[src/hdl/owbm_pkg.sv]
package owbm_pkg;

  localparam int unsigned TIMER_WIDTH_DEF = 16;
  localparam int unsigned CFG_DATA_W      = 16;
  localparam int unsigned CFG_INDEX_W     = 3;

  localparam logic [1:0] REQ_TICK  = 2'd0;
  localparam logic [1:0] REQ_RESET = 2'd1;
  localparam logic [1:0] REQ_WRITE = 2'd2;
  localparam logic [1:0] REQ_READ  = 2'd3;

  localparam logic [CFG_INDEX_W-1:0] CFG_PRE_RESET      = 3'd0;
  localparam logic [CFG_INDEX_W-1:0] CFG_RESET_LOW      = 3'd1;
  localparam logic [CFG_INDEX_W-1:0] CFG_PRESENCE_DELAY = 3'd2;
  localparam logic [CFG_INDEX_W-1:0] CFG_PRESENCE_TOUT  = 3'd3;
  localparam logic [CFG_INDEX_W-1:0] CFG_RESET_TAIL     = 3'd4;
  localparam logic [CFG_INDEX_W-1:0] CFG_SLOT_LOW       = 3'd5;
  localparam logic [CFG_INDEX_W-1:0] CFG_SLOT_HOLD      = 3'd6;
  localparam logic [CFG_INDEX_W-1:0] CFG_READ_SAMPLE    = 3'd7;

  localparam logic [15:0] PRE_RESET_RST      = 16'd50;
  localparam logic [15:0] RESET_LOW_RST      = 16'd500;
  localparam logic [15:0] PRESENCE_DELAY_RST = 16'd40;
  localparam logic [15:0] PRESENCE_TOUT_RST  = 16'hFFFF;
  localparam logic [15:0] RESET_TAIL_RST     = 16'd500;
  localparam logic [7:0]  SLOT_LOW_RST       = 8'd5;
  localparam logic [7:0]  SLOT_HOLD_RST      = 8'd65;
  localparam logic [7:0]  READ_SAMPLE_RST    = 8'd5;

  localparam logic [15:0] WRITE_GAP_US = 16'd2;
  localparam logic [3:0]  BYTE_BITS    = 4'd8;

  typedef enum logic [12:0] {
    PH_IDLE   = 13'h0001,
    PH_R_PRE  = 13'h0002,
    PH_R_LOW  = 13'h0004,
    PH_R_WAIT = 13'h0008,
    PH_R_POLL = 13'h0010,
    PH_R_TAIL = 13'h0020,
    PH_W_LOW  = 13'h0040,
    PH_W_HOLD = 13'h0080,
    PH_W_GAP  = 13'h0100,
    PH_D_PRE  = 13'h0200,
    PH_D_LOW  = 13'h0400,
    PH_D_REL  = 13'h0800,
    PH_D_TAIL = 13'h1000
  } phase_t;

  typedef struct packed {
    logic [1:0] req_type;
    logic [7:0] tx_byte;
    logic       line_in;
  } in_item_t;

  typedef struct packed {
    logic       drive_low;
    logic       busy_res;
    logic       done_res;
    logic       presence;
    logic [7:0] rx_byte;
  } out_item_t;

  typedef struct packed {
    logic [15:0] pre_reset_us;
    logic [15:0] reset_low_us;
    logic [15:0] presence_delay_us;
    logic [15:0] presence_timeout;
    logic [15:0] reset_tail_us;
    logic [7:0]  slot_low_us;
    logic [7:0]  slot_hold_us;
    logic [7:0]  read_sample_us;
  } cfg_t;

endpackage

[src/hdl/onewire_bus_master_unit.sv]
// One-wire bus master, stepped by one-microsecond tick transfers.
// Result path: each input transfer passes the input register, then the result register.
// Throughput: one transfer per cycle while out_stall is low; sequence state updates once per item.
// Reset (rst, synchronous, active high): sequencer idle, bus released, config registers
// at their default timings, both pipeline registers empty.
module onewire_bus_master_unit
  import owbm_pkg::*;
#(
  parameter int unsigned TIMER_WIDTH = TIMER_WIDTH_DEF
) (
  input  logic                   clk,
  input  logic                   rst,
  input  logic                   cfg_we,
  input  logic [CFG_INDEX_W-1:0] cfg_index,
  input  logic [CFG_DATA_W-1:0]  cfg_data,
  input  logic                   in_valid,
  output logic                   in_stall,
  input  in_item_t               in_item,
  output logic                   out_valid,
  input  logic                   out_stall,
  output out_item_t              out_item
);

  cfg_t      cfg;
  logic      s1_valid;
  in_item_t  s1_item;
  logic      advance;
  out_item_t result;

  assign advance  = s1_valid && (!out_valid || !out_stall);
  assign in_stall = s1_valid && !advance;

  always_ff @(posedge clk) begin
    if (rst) begin
      cfg.pre_reset_us      <= PRE_RESET_RST;
      cfg.reset_low_us      <= RESET_LOW_RST;
      cfg.presence_delay_us <= PRESENCE_DELAY_RST;
      cfg.presence_timeout  <= PRESENCE_TOUT_RST;
      cfg.reset_tail_us     <= RESET_TAIL_RST;
      cfg.slot_low_us       <= SLOT_LOW_RST;
      cfg.slot_hold_us      <= SLOT_HOLD_RST;
      cfg.read_sample_us    <= READ_SAMPLE_RST;
    end else if (cfg_we) begin
      case (cfg_index)
        CFG_PRE_RESET:      cfg.pre_reset_us      <= cfg_data;
        CFG_RESET_LOW:      cfg.reset_low_us      <= cfg_data;
        CFG_PRESENCE_DELAY: cfg.presence_delay_us <= cfg_data;
        CFG_PRESENCE_TOUT:  cfg.presence_timeout  <= cfg_data;
        CFG_RESET_TAIL:     cfg.reset_tail_us     <= cfg_data;
        CFG_SLOT_LOW:       cfg.slot_low_us       <= cfg_data[7:0];
        CFG_SLOT_HOLD:      cfg.slot_hold_us      <= cfg_data[7:0];
        CFG_READ_SAMPLE:    cfg.read_sample_us    <= cfg_data[7:0];
        default: ;
      endcase
    end
  end

  always_ff @(posedge clk) begin
    if (rst) begin
      s1_valid <= 1'b0;
    end else if (in_valid && !in_stall) begin
      s1_valid <= 1'b1;
    end else if (advance) begin
      s1_valid <= 1'b0;
    end
  end

  always_ff @(posedge clk) begin
    if (in_valid && !in_stall) begin
      s1_item <= in_item;
    end
  end

  owbm_seq #(
    .TIMER_WIDTH(TIMER_WIDTH)
  ) u_seq (
    .clk    (clk),
    .rst    (rst),
    .cfg    (cfg),
    .step_en(advance),
    .item   (s1_item),
    .result (result)
  );

  always_ff @(posedge clk) begin
    if (rst) begin
      out_valid <= 1'b0;
    end else if (advance) begin
      out_valid <= 1'b1;
    end else if (!out_stall) begin
      out_valid <= 1'b0;
    end
  end

  always_ff @(posedge clk) begin
    if (advance) begin
      out_item <= result;
    end
  end

`ifndef SYNTHESIS
  a_done_idle: assert property (@(posedge clk) disable iff (rst)
    out_valid && out_item.done_res |-> !out_item.busy_res && !out_item.drive_low)
    else $error("done result while sequence still busy or driving");

  a_no_stall_empty: assert property (@(posedge clk) disable iff (rst)
    !out_valid |-> !in_stall)
    else $error("input stalled while result register empty");

  a_advance_fills: assert property (@(posedge clk) disable iff (rst)
    advance |=> out_valid)
    else $error("advanced item did not reach result register");

  a_reset_empty: assert property (@(posedge clk)
    rst |=> !out_valid && !in_stall)
    else $error("pipeline not empty after reset");
`endif

endmodule

[src/hdl/owbm_seq.sv]
module owbm_seq
  import owbm_pkg::*;
#(
  parameter int unsigned TIMER_WIDTH = TIMER_WIDTH_DEF
) (
  input  logic      clk,
  input  logic      rst,
  input  cfg_t      cfg,
  input  logic      step_en,
  input  in_item_t  item,
  output out_item_t result
);

  localparam int unsigned LoadW       = (TIMER_WIDTH > 16) ? TIMER_WIDTH : 16;
  localparam int unsigned SettleSteps = 5;
  localparam logic [LoadW-1:0] TimeMax = LoadW'((33'd1 << TIMER_WIDTH) - 33'd1);

  typedef struct packed {
    phase_t                 phase;
    logic [TIMER_WIDTH-1:0] time_left;
    logic [3:0]             bits_left;
    logic [7:0]             shift_reg;
    logic                   line_drive;
    logic [7:0]             rx_last;
    logic                   done;
  } seq_t;

  phase_t                 phase;
  logic [TIMER_WIDTH-1:0] time_left;
  logic [3:0]             bits_left;
  logic [7:0]             shift_reg;
  logic                   line_drive;
  logic [7:0]             rx_last;
  logic                   presence_seen;

  seq_t seq_cur;
  seq_t seq_next;
  logic presence_next;

  function automatic logic [TIMER_WIDTH-1:0] sat_load(input logic [15:0] dur);
    logic [LoadW-1:0] d;
    d = LoadW'(dur);
    if (d > TimeMax) begin
      d = TimeMax;
    end
    return d[TIMER_WIDTH-1:0];
  endfunction

  function automatic seq_t enter_ph(input seq_t s, input phase_t ph,
                                    input logic [15:0] dur, input logic drv);
    seq_t r;
    r = s;
    r.phase = ph;
    r.time_left = sat_load(dur);
    r.line_drive = drv;
    return r;
  endfunction

  function automatic seq_t finish(input seq_t s, input logic line, input cfg_t c);
    seq_t       r;
    logic [3:0] bl;
    logic [7:0] sh;
    r = s;
    bl = s.bits_left - 4'd1;
    sh = s.shift_reg >> s.bits_left;
    case (s.phase)
      PH_R_PRE:  r = enter_ph(s, PH_R_LOW, c.reset_low_us, 1'b1);
      PH_R_LOW:  r = enter_ph(s, PH_R_WAIT, c.presence_delay_us, 1'b0);
      PH_R_WAIT: r = enter_ph(s, PH_R_POLL, c.presence_timeout, 1'b0);
      PH_R_POLL: r = enter_ph(s, PH_R_TAIL, c.reset_tail_us, 1'b0);
      PH_W_LOW:  r = enter_ph(s, PH_W_HOLD, {8'd0, c.slot_hold_us}, ~s.shift_reg[0]);
      PH_W_HOLD: r = enter_ph(s, PH_W_GAP, WRITE_GAP_US, 1'b0);
      PH_W_GAP: begin
        r.shift_reg = s.shift_reg >> 1;
        r.bits_left = bl;
        if (bl == 4'd0) begin
          r = enter_ph(r, PH_IDLE, 16'd0, 1'b0);
          r.done = 1'b1;
        end else begin
          r = enter_ph(r, PH_W_LOW, {8'd0, c.slot_low_us}, 1'b1);
        end
      end
      PH_D_PRE:  r = enter_ph(s, PH_D_LOW, {8'd0, c.slot_low_us}, 1'b1);
      PH_D_LOW: begin
        if (c.slot_low_us == 8'd0 && c.read_sample_us == 8'd0 &&
            c.slot_hold_us == 8'd0) begin
          // remaining slots all sample this same line level
          if (line) begin
            sh = sh | ~(8'hFF >> s.bits_left);
          end
          r.shift_reg = sh;
          r.bits_left = 4'd0;
          r.rx_last = sh;
          r = enter_ph(r, PH_IDLE, 16'd0, 1'b0);
          r.done = 1'b1;
        end else begin
          r = enter_ph(s, PH_D_REL, {8'd0, c.read_sample_us}, 1'b0);
        end
      end
      PH_D_REL: begin
        r.shift_reg = {line, s.shift_reg[7:1]};
        r = enter_ph(r, PH_D_TAIL, {8'd0, c.slot_hold_us}, 1'b0);
      end
      PH_D_TAIL: begin
        r.bits_left = bl;
        if (bl == 4'd0) begin
          r.rx_last = s.shift_reg;
          r = enter_ph(r, PH_IDLE, 16'd0, 1'b0);
          r.done = 1'b1;
        end else begin
          r = enter_ph(r, PH_D_LOW, {8'd0, c.slot_low_us}, 1'b1);
        end
      end
      default: begin
        r = enter_ph(s, PH_IDLE, 16'd0, 1'b0);
        r.done = 1'b1;
      end
    endcase
    return r;
  endfunction

  always_comb begin
    seq_cur.phase      = phase;
    seq_cur.time_left  = time_left;
    seq_cur.bits_left  = bits_left;
    seq_cur.shift_reg  = shift_reg;
    seq_cur.line_drive = line_drive;
    seq_cur.rx_last    = rx_last;
    seq_cur.done       = 1'b0;
  end

  always_comb begin
    seq_next = seq_cur;
    presence_next = presence_seen;
    if (item.req_type == REQ_TICK) begin
      if (seq_cur.phase != PH_IDLE) begin
        if (seq_cur.phase == PH_R_POLL && !item.line_in) begin
          presence_next = 1'b1;
          seq_next.time_left = '0;
        end else if (seq_cur.time_left != '0) begin
          seq_next.time_left = seq_cur.time_left - TIMER_WIDTH'(1);
        end
      end
    end else if (seq_cur.phase == PH_IDLE) begin
      if (item.req_type == REQ_RESET) begin
        presence_next = 1'b0;
        seq_next = enter_ph(seq_next, PH_R_PRE, cfg.pre_reset_us, 1'b0);
      end else if (item.req_type == REQ_WRITE) begin
        seq_next.shift_reg = item.tx_byte;
        seq_next.bits_left = BYTE_BITS;
        seq_next = enter_ph(seq_next, PH_W_LOW, {8'd0, cfg.slot_low_us}, 1'b1);
      end else begin
        seq_next.shift_reg = 8'd0;
        seq_next.bits_left = BYTE_BITS;
        seq_next = enter_ph(seq_next, PH_D_PRE, {8'd0, cfg.slot_low_us}, 1'b0);
      end
    end
    for (int i = 0; i < SettleSteps; i++) begin
      if (seq_next.phase != PH_IDLE && seq_next.time_left == '0) begin
        seq_next = finish(seq_next, item.line_in, cfg);
      end
    end
  end

  always_ff @(posedge clk) begin
    if (rst) begin
      phase         <= PH_IDLE;
      time_left     <= '0;
      bits_left     <= 4'd0;
      shift_reg     <= 8'd0;
      line_drive    <= 1'b0;
      rx_last       <= 8'd0;
      presence_seen <= 1'b0;
    end else if (step_en) begin
      phase         <= seq_next.phase;
      time_left     <= seq_next.time_left;
      bits_left     <= seq_next.bits_left;
      shift_reg     <= seq_next.shift_reg;
      line_drive    <= seq_next.line_drive;
      rx_last       <= seq_next.rx_last;
      presence_seen <= presence_next;
    end
  end

  always_comb begin
    result.drive_low = seq_next.line_drive;
    result.busy_res  = (seq_next.phase != PH_IDLE);
    result.done_res  = seq_next.done;
    result.presence  = presence_next;
    result.rx_byte   = seq_next.rx_last;
  end

endmodule
[config.mk]
export PLATFORM = sky130hd
export DESIGN_NAME = onewire_bus_master_unit
export DESIGN_NICKNAME = d
export VERILOG_FILES = /design/src/hdl/owbm_pkg.sv /design/src/hdl/onewire_bus_master_unit.sv /design/src/hdl/owbm_seq.sv
export SDC_FILE = /design/constraint.sdc
export NUM_CORES = 1
export LEC_CHECK = 0
export ABC_AREA = 1
export ABC_CLOCK_PERIOD_IN_PS = 8000
export BUFFER_PORTS_ARGS = -buffer_cell sky130_fd_sc_hd__buf_2
export CORE_AREA = 3 3 319 258
export DETAILED_ROUTE_END_ITERATION = 10
export DIE_AREA = 0 0 322 261
export GPL_ROUTABILITY_DRIVEN = 1
export HOLD_SLACK_MARGIN = 0.1
export PLACE_DENSITY = 0.47
export REMOVE_ABC_BUFFERS = 1
export SLEW_MARGIN = 10
export SYNTH_ARGS = -nofsm -noshare
export SYNTH_HDL_FRONTEND = slang
export SYNTH_HIERARCHICAL = 1
export SYNTH_SLANG_ARGS = --single-unit
export TNS_END_PERCENT = 30
[constraint.sdc]
create_clock -name clk -period 8 [get_ports clk]
set_clock_uncertainty 0.15 [all_clocks]
set_input_delay 1.6 -clock clk [delete_from_list [all_inputs] [get_ports clk]]
set_output_delay 1.6 -clock clk [all_outputs]
set_load 0.02 [all_outputs]
==> flow_metrics.py <==
metrics = {
    "outcome": {
        "status": "completed",
    },
    "power_and_ir_drop": {
        "power.share.combinational_pct": 42.7,
        "ir_drop_uv": 158,
        "p_sw_mw": 1.47,
        "power_mw": 3.36,
        "p_int_mw": 1.89,
        "p_sw_share_pct": 43.8,
        "p_leak_nw": 10.2,
        "power_frac_clock_pct": 27.2,
        "power_density_nw_per_um2": 157,
        "seq_power_share_pct": 30.2,
    },
    "cells_and_area": {
        "fin_area_um2": 21400,
        "fillers": 9017,
        "mostFrequentLayoutCell": "nand2_1",
        "diodes": 0,
        "drive_gt1_share_pct": 14.5,
        "regMostFlops": "cfg",
        "layout_common_cells": "nand2_1 (1032), nor2_1 (454), nand3_1 (329)",
        "largest_register_ffs": 104,
        "syn_to_final_growth_pct": 18.2,
        "reg_top3": "cfg (104), u_seq/time_left (16), u_seq/phase (13)",
        "post-route-util_pct": 27.2,
        "fin_cells": 4421,
        "fin_nets": 3428,
    },
    "synth": {
        "yosysUniqueCellTypes": 61,
        "synth_edf_count": 23,
        "synth_cells": 3239,
        "synth_ff_type": "dfxtp_1",
        "syn_avg_cell_area_um2": 5.60,
        "synth_seq_cells": 180,
        "async_reset_ff_share_pct": 0,
        "synth_area_um2": 18200,
        "synth.yosys.seq_area_share_pct": 21.1,
        "ys_warn_count": 6,
    },
    "drt": {
        "firstDrtPassIters": 7,
        "vias": 22600,
        "drc": 0,
        "antenna_left": 0,
        "vias_per_cell": 5.10,
        "routedWlPerCell_um": 19.9,
        "wl_mm": 88.1,
        "first_iter_violations": 2929,
    },
    "die": {
        "initial_utilization_pct": 23.0,
        "coreArea_um2": 79000,
        "die_h_um": 261,
        "fp.dieArea_um2": 84000,
        "io_pins": 49,
        "num_rows": 92,
        "die_w_um": 322,
    },
    "setup_path": {
        "worst-path-max-fanout": 17,
        "critPathSlowestCell": "edfxtp_1",
        "reg2reg_setup_slack_ns": 0.39,
        "end_kind": "flip-flop",
        "cp.required_ns": 8.08,
        "path_common_cell": "nand2_1",
        "critical_path_class": "reg2reg",
        "cp.arrival_ns": 7.68,
        "startpoint_type": "flip-flop",
        "slowest_delay_ns": 0.42,
    },
    "place": {
        "placed_area_um2": 20400,
        "place_congestion": 1.00,
        "portBuffers": 48,
        "place_inst": 4372,
        "hpwl_mm": 69.7,
    },
    "hold_path": {
        "hold_path.class": "reg2reg",
    },
    "global_routing": {
        "grt_pass1_vias": 20100,
        "grt_max_degree": 94,
        "overflow": 0,
        "gr-usage-all-layers_pct": 20.4,
        "grt_antenna_before_repair": 1,
        "grt_pass1_wl_mm": 130,
    },
    "sta": {
        "max_slew_margin_pct": 22.4,
        "final.setup.tns_ns": 0,
        "hold_violations": 0,
        "period_needed_ns": 7.61,
        "post-route-period-util_pct": 95.1,
        "final_max_slew_viol_count": 0,
        "max_slew.worst_pin.slew_ns": 1.16,
        "max_freq_mhz": 131,
        "rsz0062_at_grt": "yes",
        "final-setup-viol-count": 0,
    },
    "clock_tree": {
        "cts_tree": "yes",
        "cts.path.max_buffers": 2,
        "cts_buffers": 17,
        "clkTransAtPathRegs_ns": 0.07,
        "holdBufCountCts": 0,
        "cts.sinks": 180,
        "h-tree-depth": 4,
        "insertion_delay_ns": 0.50,
        "cts_root_buf": "clkbuf_16",
    },
    "job": {
        "drv_cap": 0,
    },
}
layout make-up:
type | count | area, um^2 | share of cell area, %
multi-input combinational | 2565 | 12500 | 58.4
sequential | 180 | 3840 | 17.9
timing repair buffer | 239 | 1760 | 8.21
inverter | 370 | 1420 | 6.60
tap | 1034 | 1290 | 6.03
clock buffer | 23 | 510 | 2.38
clock inverter | 9 | 109 | 0.507
timing repair inverter | 1 | 5.00 | 0.0233
cell usage after synthesis, types with 15 or more instances:
| master | instances | area (um^2) |
|---|---|---|
| a22oi_1 | 15 | 113 |
| nor3_1 | 36 | 180 |
| dfxtp_1 | 157 | 3140 |
| inv_1 | 317 | 1190 |
| nor2_1 | 469 | 1760 |
| nand3b_1 | 16 | 120 |
| nand3_2 | 16 | 160 |
| nand4_1 | 72 | 450 |
| nor2_4 | 23 | 259 |
| o211ai_1 | 66 | 495 |
| nand2_1 | 1045 | 3920 |
| nand2_2 | 33 | 206 |
| buf_2 | 40 | 200 |
| a21oi_1 | 95 | 475 |
| ha_1 | 19 | 238 |
| o21ai_0 | 167 | 836 |
| buf_4 | 21 | 158 |
| o22ai_1 | 21 | 131 |
| nand3_1 | 333 | 1670 |
| o221ai_1 | 15 | 131 |
| clkbuf_1 | 41 | 154 |
| edfxtp_1 | 23 | 691 |
| inv_2 | 41 | 154 |
| nor2_2 | 20 | 125 |
power groups by stage:
stage | clock [mW] | sequential [mW] | combinational [mW]
after global routing | 0.966 | 1.02 | 1.56
after global placement | 0 | 1.03 | 1.35
after CTS | 0.936 | 1.01 | 1.34
after detailed placement | 0 | 1.03 | 1.33
after floorplan | 0 | 1.02 | 0.834
final | 0.912 | 1.01 | 1.43
cell families after synthesis:
kind of cell / count (synthesis) / share of synthesized area (%)
adders and majority gates: 19 / 1.31
buffers and inverters: 496 / 11.5
AOI/OAI and AO/OA: 434 / 14.4
and+or+nand+nor: 2109 / 51.6
DFF: 180 / 21.1
xor gates and xnor gates: 1 / 0.0483
path summary, 6_finish.rpt:
path	to	cells past startpoint	start
hold / removal	cfg[45]	2	cfg[45]
hold reg to reg	cfg[45]	2	cfg[45]
setup / recovery	out_item[9]	49	s1_item[10]
setup reg to reg	out_item[9]	49	s1_item[10]
worst max-delay path: cells and delay by family (launching register included):
kind / cells / cell delay (ns)
DFF: 1 / 0.42
and+or+nand+nor: 32 / 3.92
buffers and inverters: 12 / 2.05
adders and majority gates: 1 / 0.22
AOI/OAI and AO/OA: 4 / 0.52
per-stage QoR:
stage               hold WS [ns]  worst slack [ns]
floorplan                  0.279             0.525
global placement           0.301           -0.0194
detailed placement         0.310           -0.0941
CTS                        0.328             0.131
global route               0.345           -0.0472
finish                     0.333             0.394
per-layer routing:
| metal | vias up | GRT usage, % | routed length [um] |
|---|---|---|---|
| met5 | - | 0 | 9 |
| met2 | 1140 | 28.9 | 35000 |
| met1 | 10400 | 30.0 | 41200 |
| li1 | 10800 | - | - |
| met4 | 2 | 4.95 | 2090 |
| met3 | 151 | 5.76 | 9820 |
timing repair:
action	CTS	global route
pin swaps	1	11
setup buffers	5	9
endpoints found under the hold margin	0	0
gates resized for setup	1	78
setup endpoints to repair	1	17
cloned	0	3
Power figures use the tool's default switching activity.
